<file path="config.mk">
export PLATFORM = sky130hd
export DESIGN_NAME = psx_adpcm_block_decoder_unit
export DESIGN_NICKNAME = d
export VERILOG_FILES = /design/src/hw/rtl/pab_pkg.sv /design/src/hw/rtl/pab_ctrl.sv /design/src/hw/rtl/pab_datapath.sv /design/src/hw/rtl/psx_adpcm_block_decoder_unit.sv
export SDC_FILE = /design/constraint.sdc
export NUM_CORES = 2
export LEC_CHECK = 0
export BUFFER_PORTS_ARGS = -buffer_cell sky130_fd_sc_hd__buf_2
export CAP_MARGIN = 0
export CORE_MARGIN = 5
export CORE_UTILIZATION = 35
export DETAILED_ROUTE_END_ITERATION = 10
export GPL_ROUTABILITY_DRIVEN = 0
export HOLD_SLACK_MARGIN = 0.12
export PLACE_DENSITY = 0.58
export SLEW_MARGIN = 40
export SYNTH_ARGS = -nofsm -noshare
export SYNTH_HDL_FRONTEND = slang
export SYNTH_HIERARCHICAL = 1
export SYNTH_SLANG_ARGS = --single-unit
</file>
<file path="constraint.sdc">
create_clock -name clk -period 12.7 [get_ports clk]
set_clock_uncertainty 0.1 [all_clocks]
set_input_delay 0 -clock clk [delete_from_list [all_inputs] [get_ports clk]]
set_output_delay 0 -clock clk [all_outputs]
set_load 0.1 [all_outputs]
</file>
<file path="src/hw/rtl/pab_pkg.sv">
// ----------------------------------------------------------------------------
// pab_pkg - shared types and constants for the ADPCM block decoder
// Payload structs, controller/datapath link types and predictor tables.
// ----------------------------------------------------------------------------
package pab_pkg;

	localparam int MAX_BLOCKS = 65536;
	localparam logic [15:0] BLOCK_LIMIT =
		(MAX_BLOCKS > 65536) ? 16'hFFFF : 16'(MAX_BLOCKS - 1);

	localparam int SAMPLES_PER_BLOCK = 28;
	localparam int IDX_W = 5;
	localparam logic [IDX_W-1:0] LAST_IDX = IDX_W'(SAMPLES_PER_BLOCK - 1);

	localparam int HIST_W = 40;   // Q23.16
	localparam int ACC_W  = 48;
	localparam int COEF_W = 7;

	typedef struct packed {
		logic        start_of_sample;
		logic [3:0]  shift_range;
		logic [3:0]  filter_select;
		logic        flag_end;
		logic        flag_repeat;
		logic        flag_loop_start;
		logic [55:0] data_low;
		logic [55:0] data_high;
		logic        final_block;
	} in_item_t;

	typedef struct packed {
		logic signed [15:0] sample;
		logic [4:0]         sample_index;
		logic [15:0]        block_index;
		logic               loop_start_here;
		logic               loop_repeat;
		logic               last;
		logic               sample_done;
	} out_item_t;

	typedef enum logic {
		ST_IDLE,
		ST_RUN
	} state_t;

	typedef struct packed {
		logic             load;
		logic             step;
		logic [IDX_W-1:0] idx;
	} pab_cmd_t;

	typedef struct packed {
		logic slot_free;
	} pab_status_t;

	// Predictor coefficients in 64ths; unknown filters behave as filter 0.
	function automatic logic [COEF_W-1:0] coef_one(input logic [3:0] filt);
		logic [COEF_W-1:0] c;
		unique case (filt)
			4'd1:    c = 7'd60;
			4'd2:    c = 7'd115;
			4'd3:    c = 7'd98;
			4'd4:    c = 7'd122;
			default: c = 7'd0;
		endcase
		return c;
	endfunction

	function automatic logic [COEF_W-1:0] coef_two(input logic [3:0] filt);
		logic [COEF_W-1:0] c;
		unique case (filt)
			4'd2:    c = 7'd52;
			4'd3:    c = 7'd55;
			4'd4:    c = 7'd60;
			default: c = 7'd0;
		endcase
		return c;
	endfunction

endpackage

</file>
<file path="src/hw/rtl/pab_ctrl.sv">
// ----------------------------------------------------------------------------
// pab_ctrl - block sequencer
// Accepts a block, then steps the datapath once per sample slot that the
// output register can take, 28 steps per block.
// ----------------------------------------------------------------------------
module pab_ctrl (
	input  logic                 clk,
	input  logic                 arst_n,
	input  logic                 in_valid,
	output logic                 in_ready,
	output pab_pkg::pab_cmd_t    cmd,
	input  pab_pkg::pab_status_t status
);
	import pab_pkg::*;

	state_t           state_q, state_d;
	logic [IDX_W-1:0] idx_q;
	logic             last_step;

	assign last_step = (state_q == ST_RUN) && status.slot_free && (idx_q == LAST_IDX);

	always_comb begin
		state_d = state_q;
		unique case (state_q)
			ST_IDLE: begin
				if (in_valid) state_d = ST_RUN;
			end
			ST_RUN: begin
				if (last_step) state_d = ST_IDLE;
			end
			default: state_d = ST_IDLE;
		endcase
	end

	always_comb begin
		in_ready = 1'b0;
		cmd.load = 1'b0;
		cmd.step = 1'b0;
		cmd.idx  = idx_q;
		unique case (state_q)
			ST_IDLE: begin
				in_ready = 1'b1;
				cmd.load = in_valid;
			end
			ST_RUN: begin
				cmd.step = status.slot_free;
			end
			default: ;
		endcase
	end

	always_ff @(posedge clk or negedge arst_n) begin
		if (!arst_n) begin
			state_q <= ST_IDLE;
			idx_q   <= '0;
		end else begin
			state_q <= state_d;
			// restart the sample count per block, advance on each step
			if (cmd.load) idx_q <= '0;
			else if (cmd.step) idx_q <= idx_q + IDX_W'(1);
		end
	end

	a_step_in_run: assert property (@(posedge clk) disable iff (!arst_n)
		cmd.step |-> state_q == ST_RUN)
		else $error("step issued outside RUN");

	a_load_starts: assert property (@(posedge clk) disable iff (!arst_n)
		cmd.load |=> (state_q == ST_RUN && idx_q == '0))
		else $error("load did not start a block at sample 0");

	a_last_ends: assert property (@(posedge clk) disable iff (!arst_n)
		(cmd.step && idx_q == LAST_IDX) |=> state_q == ST_IDLE)
		else $error("block did not end after the last sample");

endmodule

</file>
<file path="src/hw/rtl/pab_datapath.sv">
// ----------------------------------------------------------------------------
// pab_datapath - nibble expansion, two-tap predictor and output register
// Holds the block payload, the predictor history and the block counter.
// ----------------------------------------------------------------------------
module pab_datapath (
	input  logic                  clk,
	input  logic                  arst_n,
	input  pab_pkg::in_item_t     in_data,
	input  logic                  cfg_valid,
	input  logic                  cfg_data,
	input  pab_pkg::pab_cmd_t     cmd,
	output pab_pkg::pab_status_t  status,
	output logic                  out_valid,
	input  logic                  out_ready,
	output pab_pkg::out_item_t    out_data
);
	import pab_pkg::*;

	// control state
	logic                     marks_en_q;
	logic signed [HIST_W-1:0] h1_q, h2_q;
	logic [15:0]              block_cnt_q;
	logic                     out_valid_q;

	// payload held for the block in progress
	logic [111:0]      nib_q;
	logic [3:0]        range_q;
	logic [COEF_W-1:0] c1_q, c2_q;
	logic              mark_start_q, mark_rep_q, final_q;
	logic [15:0]       bidx_q;
	out_item_t         out_q;

	logic [15:0]              cnt_base;
	logic signed [15:0]       raw;
	logic signed [ACC_W-1:0]  acc, p1, p2, base;
	logic signed [ACC_W-7:0]  shifted;
	logic signed [HIST_W-1:0] t;
	logic signed [HIST_W-1:0] t_bias;
	logic signed [HIST_W-17:0] q;
	logic signed [15:0]       smp;

	assign status.slot_free = !out_valid_q || out_ready;
	assign out_valid = out_valid_q;
	assign out_data  = out_q;

	assign cnt_base = in_data.start_of_sample ? 16'd0 : block_cnt_q;

	// nibble in the top of a 16-bit word, arithmetic shift gives the floor
	assign raw  = $signed({nib_q[3:0], 12'h000}) >>> range_q;
	assign base = ACC_W'(raw) <<< 22;
	assign p1   = ACC_W'(h1_q) * ACC_W'($signed({1'b0, c1_q}));
	assign p2   = ACC_W'(h2_q) * ACC_W'($signed({1'b0, c2_q}));
	assign acc  = base + p1 - p2;
	assign shifted = acc[ACC_W-1:6];

	always_comb begin
		// clamp to the history range when the bits above it disagree with its sign
		if (shifted[ACC_W-7:HIST_W-1] != '0 && shifted[ACC_W-7:HIST_W-1] != '1)
			t = shifted[ACC_W-7] ? {1'b1, {(HIST_W-1){1'b0}}} : {1'b0, {(HIST_W-1){1'b1}}};
		else
			t = shifted[HIST_W-1:0];
	end

	// truncate toward zero: bias negatives before the shift
	assign t_bias = t + (t[HIST_W-1] ? HIST_W'(16'hFFFF) : HIST_W'(0));
	assign q      = t_bias[HIST_W-1:16];

	always_comb begin
		if (q > 24'sd32767)       smp = 16'sh7FFF;
		else if (q < -24'sd32768) smp = 16'sh8000;
		else                      smp = q[15:0];
	end

	always_ff @(posedge clk or negedge arst_n) begin
		if (!arst_n) begin
			marks_en_q  <= 1'b1;
			h1_q        <= '0;
			h2_q        <= '0;
			block_cnt_q <= '0;
			out_valid_q <= 1'b0;
		end else begin
			if (cfg_valid) marks_en_q <= cfg_data;
			if (cmd.load) begin
				if (in_data.start_of_sample) begin
					h1_q <= '0;
					h2_q <= '0;
				end
				block_cnt_q <= (cnt_base < BLOCK_LIMIT) ? cnt_base + 16'd1 : cnt_base;
			end else if (cmd.step) begin
				h2_q <= h1_q;
				h1_q <= t;
			end
			if (cmd.step) out_valid_q <= 1'b1;
			else if (out_ready) out_valid_q <= 1'b0;
		end
	end

	always_ff @(posedge clk) begin
		if (cmd.load) begin
			nib_q        <= {in_data.data_high, in_data.data_low};
			range_q      <= in_data.shift_range;
			c1_q         <= coef_one(in_data.filter_select);
			c2_q         <= coef_two(in_data.filter_select);
			mark_start_q <= in_data.flag_loop_start & marks_en_q;
			mark_rep_q   <= in_data.flag_end & in_data.flag_repeat & marks_en_q;
			final_q      <= in_data.final_block;
			bidx_q       <= cnt_base;
		end else if (cmd.step) begin
			// advance to the next nibble
			nib_q <= {4'h0, nib_q[111:4]};
		end
		if (cmd.step) begin
			out_q.sample          <= smp;
			out_q.sample_index    <= cmd.idx;
			out_q.block_index     <= bidx_q;
			out_q.loop_start_here <= mark_start_q;
			out_q.loop_repeat     <= mark_rep_q;
			out_q.last            <= (cmd.idx == LAST_IDX);
			out_q.sample_done     <= (cmd.idx == LAST_IDX) && final_q;
		end
	end

	a_no_overwrite: assert property (@(posedge clk) disable iff (!arst_n)
		(out_valid_q && !out_ready) |-> !cmd.step)
		else $error("stalled transaction overwritten");

	a_step_fills: assert property (@(posedge clk) disable iff (!arst_n)
		cmd.step |=> out_valid_q)
		else $error("step did not present a transaction");

	a_stall_holds: assert property (@(posedge clk) disable iff (!arst_n)
		(out_valid_q && !out_ready) |=> (out_valid_q && $stable(out_q)))
		else $error("stalled transaction changed");

endmodule

</file>
<file path="src/hw/rtl/psx_adpcm_block_decoder_unit.sv">
// ----------------------------------------------------------------------------
// psx_adpcm_block_decoder_unit - 16-byte ADPCM block decoder
// Expands one block into 28 PCM samples through a two-tap predictor.
// ----------------------------------------------------------------------------
// Usage:
//   in_*   : one transaction carries one block (header, flags, 14 data bytes).
//   out_*  : 28 transactions per block, sample 0 first, last set on sample 27.
//   cfg_*  : writes the loop-mark enable bit; cfg_ready is always high.
// Start: the edge that accepts the block moves the sequencer to RUN; sample 0
//   is then stepped into the output register once that register is free.
// Throughput: one sample per cycle while out_ready keeps the output register
//   free, set by the predictor recurrence, which updates the history once per
//   sample. A block is accepted only in the idle state and holds the sequencer
//   until its last sample is stepped; in_ready is high only between blocks.
// Stall: a sample held in the output register while out_ready is low stops
//   the sequencer; nothing is dropped and the next sample follows once taken.
// Reset: history and block counter clear, loop marks enable, nothing pending.
//   start_of_sample in a block clears history and counter before that block.
// ----------------------------------------------------------------------------
module psx_adpcm_block_decoder_unit (
	input  logic               clk,
	input  logic               arst_n,
	input  logic               in_valid,
	output logic               in_ready,
	input  pab_pkg::in_item_t  in_data,
	output logic               out_valid,
	input  logic               out_ready,
	output pab_pkg::out_item_t out_data,
	input  logic               cfg_valid,
	output logic               cfg_ready,
	input  logic               cfg_data
);
	import pab_pkg::*;

	pab_cmd_t    cmd;
	pab_status_t status;

	assign cfg_ready = 1'b1;

	pab_ctrl u_ctrl (
		.clk      (clk),
		.arst_n   (arst_n),
		.in_valid (in_valid),
		.in_ready (in_ready),
		.cmd      (cmd),
		.status   (status)
	);

	pab_datapath u_datapath (
		.clk       (clk),
		.arst_n    (arst_n),
		.in_data   (in_data),
		.cfg_valid (cfg_valid),
		.cfg_data  (cfg_data),
		.cmd       (cmd),
		.status    (status),
		.out_valid (out_valid),
		.out_ready (out_ready),
		.out_data  (out_data)
	);

endmodule

</file>
Word level (Yosys, flattened, before mapping) --
Cells that the tools add are included. Widths: inputs -> output; s select.
Word-level totals: logic and storage cells 79, memory bits (writable) 0, memories kept 0, bits in registers 294, latch bits 0, input bits 131, bits in read-only memories 0, output and inout port bits 44
Operators by class: order comparisons 3, reductions and logical operators 10, $mul 2, div/mod/pow operators 0, shifts and indexed selects 1, equality and inequality tests 7, mux-type cells 25, $add $sub $neg 5, bitwise operators 4
Operator list (number):
- $mux 40 | 7
- $mux 112 | 2
- $mul 40x8->48 | 2
- $mux 16 | 4
- $add 38x48->48 | 1
- $sub 48x48->48 | 1
- $add 40x40->40 | 1
- $pmux 7 s4 | 1
- $gt 24x16->1 const B | 1
- $lt 24x16->1 const B | 1
- $pmux 6 s3 | 1
- $add 16x1->16 const B | 1
- $lt 16x16->1 const B | 1
- $sshr 16x4->16 | 1
- $mux 5 | 2
- $eq 4x2->1 const B | 2
- $mux 1 | 7
- $add 5x1->5 const B | 1
- $eq 5x5->1 const B | 1
- $eq 4x1->1 const B | 1
- $eq 4x3->1 const B | 1
- $logic_and 1x1->1 | 4
- $reduce_bool 2->1 | 2
- $and 1x1->1 | 3
- 8 further kinds | 8

Depth between registers and ports, before layout --
word-level depth 10, mapped depth 48, depth with buffers taken out 41

Hierarchy --
The synthesis kept the hierarchy.
By module, submodules not included:
- pab_datapath | sequential area each 8008.9 um^2, cells an instance 3104, times used 1, area each 31677.9 um^2
- pab_ctrl | sequential area each 150.1 um^2, cells an instance 30, times used 1, area each 285.3 um^2
- psx_adpcm_block_decoder_unit | sequential area each 0.0 um^2, cells an instance 2, times used 1, area each 11.3 um^2

Worst setup path before layout --
No wires, ideal clock.
kind register to register, start point register u_datapath.range_q[0], end point register u_datapath.out_q (netlist bit u_datapath/out_data[28]) (data pin), period minus slack after synthesis 9655 ps, required time 12331 ps, arrival time 9287 ps, cell stages (with the launch flop) 43, path slack 3045 ps, path through edfxtp_1 clkbuf_1 mux2_2 nor2_1 a31oi_1 inv_1 o21ai_0 nand2_1 fa_1 inv_1 fa_1 fa_1 fa_1 inv_1 fa_1 inv_1 ha_1 nand2_1 [... 7 more ...] clkbuf_1 a21oi_1 ha_1 a21oi_1 nor2b_1 o21ai_0 nand2_1 a221oi_1 o21ai_0 a21oi_1 o31ai_4 buf_4 o211ai_1 nor3_1 o21bai_2 o41ai_4 buf_6 o31ai_1
Between the ends: cells in the longest elaborated chain, start to end 10, elaborated cells on any way between the ends 13, classes of those cells add/sub: 3; order compare: 2; eq/ne: 1; shift: 1; mux: 4; reduce/logical: 2
RTL lines:
- start: declaration | RTL line pab_datapath.sv:27 | logic [3:0] range_q;
- start signal: assignment | RTL line pab_datapath.sv:101 | range_q <= in_data.shift_range;
- $sshr 16x4->16 * | RTL line pab_datapath.sv:49 | assign raw = $signed({nib_q[3:0], 12'h000}) >>> range_q;
- $add 38x48->48 * | RTL line pab_datapath.sv:53 | assign acc = base + p1 - p2;
- $sub 48x48->48 * | RTL line pab_datapath.sv:53
- $ne 3x3->1 or $reduce_bool 3->1 (tied branches) | RTL line pab_datapath.sv:58 | if (shifted[ACC_W-7:HIST_W-1] != '0 && shifted[ACC_W-7:HIST_W-1] != '1)
- $logic_and 1x1->1 | RTL line pab_datapath.sv:58
- $mux 40 * | RTL line pab_datapath.sv:58
- $mux 16 | RTL line pab_datapath.sv:65 | assign t_bias = t + (t[HIST_W-1] ? HIST_W'(16'hFFFF) : HIST_W'(0));
- $add 40x40->40 * | RTL line pab_datapath.sv:65
- $lt 24x16->1 | RTL line pab_datapath.sv:70 | else if (q < -24'sd32768) smp = 16'sh8000;
- $mux 16 | RTL line pab_datapath.sv:70
- end: declaration | RTL line pab_datapath.sv:31 | out_item_t out_q;
Mark *: on every way between the ends. The rest lies on a longest branch, timed or not. A chain may end at the register's enable or synchronous reset.

Worst setup path in the final report --
start point register u_datapath.c1_q[2], end point register u_datapath.out_q (netlist bit u_datapath/out_data[31]) (data pin)
Between the ends: cells in the longest elaborated chain, start to end 10, elaborated cells on any way between the ends 13, classes of those cells add/sub: 3; mul: 1; order compare: 2; eq/ne: 1; mux: 4; reduce/logical: 2
RTL lines:
- start: declaration | RTL line pab_datapath.sv:28 | logic [COEF_W-1:0] c1_q, c2_q;
- start signal: assignment | RTL line pab_datapath.sv:102 | c1_q <= coef_one(in_data.filter_select);
- $mul 40x8->48 * | RTL line pab_datapath.sv:51 | assign p1 = ACC_W'(h1_q) * ACC_W'($signed({1'b0, c1_q}));
- $add 38x48->48 * | RTL line pab_datapath.sv:53
- $sub 48x48->48 * | RTL line pab_datapath.sv:53
- $ne 3x3->1 or $reduce_bool 3->1 (tied branches) | RTL line pab_datapath.sv:58
- $logic_and 1x1->1 | RTL line pab_datapath.sv:58
- $mux 40 * | RTL line pab_datapath.sv:58
- $mux 16 | RTL line pab_datapath.sv:65
- $add 40x40->40 * | RTL line pab_datapath.sv:65
- $lt 24x16->1 | RTL line pab_datapath.sv:70
- $mux 16 | RTL line pab_datapath.sv:70
Marked as above.

==> results.md <==
- Outcome: finished clean
- Yosys top cell area share: 29.8%
- CP endpoint kind: flip-flop
- Initial antenna violation count: 4
- Global route overflow: 0
- TritonRoute pass-1 iters: 5
- Hold Path Class: in2reg
- CP most frequent cell: fa_1
- Total Routing Usage GR: 17.5%
- Min Clock Period, post-route: 11.34 ns
- Hold path depth: 3
- Initial Utilization: 35.4%
- Synth top area cells: fa_1 (30%), edfxtp_1 (17%), ha_1 (8.7%)
- Avg Cell Area, Syn: 10.2 um2
- Post-Synth Adder-Cell Area: 38.5%
- Boundary Pins: 175
- Cells after DPL: 4,379
- Simple-Gate Fraction of Synth Area: 11.0%
- Worst-path fanout max: 19
- Maximum clock path buffer count: 3
- Initial DRC Count: 1,549
- Post-Syn Area: 32,000 um2
- Count of cell types in the netlist: 103
- Max Cap Violations: 0
- Place WS: 1.35 ns
- Vias: 22.8k
- Startpoint types: flip-flop
- Slew headroom: 37.9%
- Post-CTS resize count: 0
- Post-synthesis mux area share: 4.14%
- Kind of critical path: reg2reg
- Die W: 312 um
- CP Data Arrival Time: 11.57 ns
- Drt wl/cell: 18.6 um
- CTS tree: yes
- Cells after Synth: 3,136
- Sum Neg Setup Slack: 0 ns
- Clk sink count: 289
- Mapped Nets: 3,965
- ANT nets after route: 0
- # nets final: 4,217
- Final Hold Viols: 0
- #FFs+latches synth: 289
- Endpoints failing setup: 0
- DP Area: 34,000 um2
- FMAX: 88.2 MHz
- Die span in y: 312 um
- Root Driver: clkbuf_16
- Row Count: 110
- Synth Area in Compound Gates: 9.40%
- Slew Limit Fails: 0
- Largest family of logic cells by synthesized area: adder cells
- Worst Reg-to-Reg Cells: 37
- Die Footprint: 97,500 um2
- Worst Path Required: 12.93 ns
- Synthesis warning total: 6
- Num CTS Buffers: 38
- Number of global-route vias before repair: 24.5k
- Reg clk slew, reported paths: 0.06 ns
- H-tree lvl count: 2
- Largest net degree at the start of global routing: 83
- Core area: 90,300 um2
- Clock latency on the worst-skew pair: 0.60 ns
- RSZ-0062 raised after global routing: false
- Global-route wire length before repair: 137,000 um
- Final Cycle Share: 89.3%
- Synth area leader: fa_1
- Final instance area: 36,800 um2
- Share of layout cells above drive strength 1: 12.7%
- Slowest-stage cell, CP: edfxtp_1
- Async set-reset flop share out of synthesis: 36.0%
- Area grow syn2layout: 14.9%
- DR DRC count: 0
- Non-Filler Instances: 4,597
- Setup WS post-layout: 1.36 ns
- Hpwl dp: 66,700 um
- Via density: 4.95
- Worst stage delay on the critical path: 0.77 ns
- Worst-margin pin slew: 0.918 ns
- Synth Flop Type: edfxtp_1
- Register area share after synthesis: 25.5%
- Xor and xnor area share after synthesis: 1.61%
- WL final: 85,400 um
- IO buf count: 173
- Post-synth EDFFs: 185
## what timing repair did
action / CTS / global route
hold buffers: 143 / 0
buffers inserted: 0 / 0
endpoints found under the setup margin: 0 / 0
hold endpoints to repair: 257 / 0
## metal layers
metal  track usage (%)  share of wire [%]  vias up  wire (um)
li1                  -                  -    10554          -
met1              24.2                 44    11486      37600
met2              28.8                 47      608      40500
met3              3.21                6.0      128       5140
met4              4.11                2.5        0       2160
met5                 0                  0        -          0
## per-stage QoR
step / utilization (%) / hold WS (ns)
after floorplan: - / -0.396
after global placement: 37.6 / 0.00996
after detailed placement: 37.7 / 0.0199
after CTS: 40.7 / 0.120
after global routing: 40.7 / 0.142
final: 40.7 / 0.153
## cells in the final DEF, fill, tap and decap left out, types with 11 or more instances in the layout
master and instances:
inv_1 678, nor2_1 87, dfrtp_1 103, xor2_1 22, nand3_1 34, a22o_1 73, o21ai_1 15, nand4_1 26
nor2b_1 24, nor3_1 17, o31ai_1 11, fa_1 476, dlygate4sd3_1 142, buf_4 21, o21ai_0 79, a21o_1 20
buf_2 172, a21oi_1 99, and2_1 135, and3_1 11, nand2_1 349, edfxtp_1 185, clkbuf_16 38, a31oi_1 13
xnor2_1 35, ha_1 222, mux2_2 113
## critical path: cells and delay by family, from the launching register on
kind                     cells  cell delay [ns]
AO/OA/AOI/OAI               15             4.25
flip-flops                   1             0.77
AND/OR/NAND/NOR              7             1.02
buffers and inverters        7             1.12
adder cells (fa/ha/maj)      8             3.82
## sequential cells by signal (all words and copies together) (netlist names), 3 cells and up
name / flops
u_ctrl/idx_q: 5
u_datapath/bidx_q: 16
u_datapath/block_cnt_q: 16
u_datapath/c1_q: 6
u_datapath/c2_q: 3
u_datapath/h1_q: 40
u_datapath/h2_q: 40
u_datapath/nib_q: 112
u_datapath/out_data: 41
u_datapath/range_q: 4
## final timing paths
check	from	to	slack (ns)
max in group asynchronous	arst_n	u_datapath/h1_q[16]$_DFFE_PN0P_	11.27
setup reg to reg	u_datapath/c1_q[2]$_DFFE_PP_	u_datapath/out_data[31]$_SDFFCE_PN1P_	1.36
setup / recovery	u_datapath/c1_q[2]$_DFFE_PP_	u_datapath/out_data[31]$_SDFFCE_PN1P_	1.36
hold reg to reg	u_datapath/bidx_q[15]$_DFFE_PP_	u_datapath/out_data[19]$_DFFE_PP_	0.29
min in group asynchronous	arst_n	u_datapath/h2_q[6]$_DFFE_PN0P_	0.53
hold / removal	in_data[63]	u_datapath/nib_q[6]$_DFFE_PP_	0.15
## cell usage after synthesis (all sizes together) (6+ instances only)
library cell,instances
buf,23
xnor2,36
o211ai,11
clkbuf,112
dfrtp,103
nand4,26
xor2,22
nand3,35
edfxtp,185
nand2b,8
o21bai,11
a211oi,13
nor3,20
inv,682
and3,12
nand2,352
a2111oi,6
or2,7
o21ai,102
a22o,74
a21oi,101
a21o,21
ha,222
nor2,87
o21a,7
o31ai,12
a31oi,14
nor2b,25
mux2,113
and2,136
fa,476
## cell families after synthesis
kind of cell | Yosys count
buffers and inverters | 817
multiplexers | 118
AO/OA/AOI/OAI | 421
other | 1
AND/OR/NAND/NOR | 734
flip-flops | 289
XOR/XNOR | 58
adder cells (fa/ha/maj) | 698
## area by class of cell
class | count | area, um2
Multi-Input combinational cell | 2030 | 20700
Fill cell | 8804 | 53500
Inverter | 682 | 2570
Sequential cell | 289 | 8160
Tap cell | 1176 | 1470
Clock inverter | 19 | 203
Clock buffer | 50 | 1030
Timing Repair Buffer | 347 | 2600
Antenna cell | 4 | 10.0
Power is left out: the tool's default activity adds up to more than one toggle a clock period on the data nets, which glitch-free logic cannot reach.
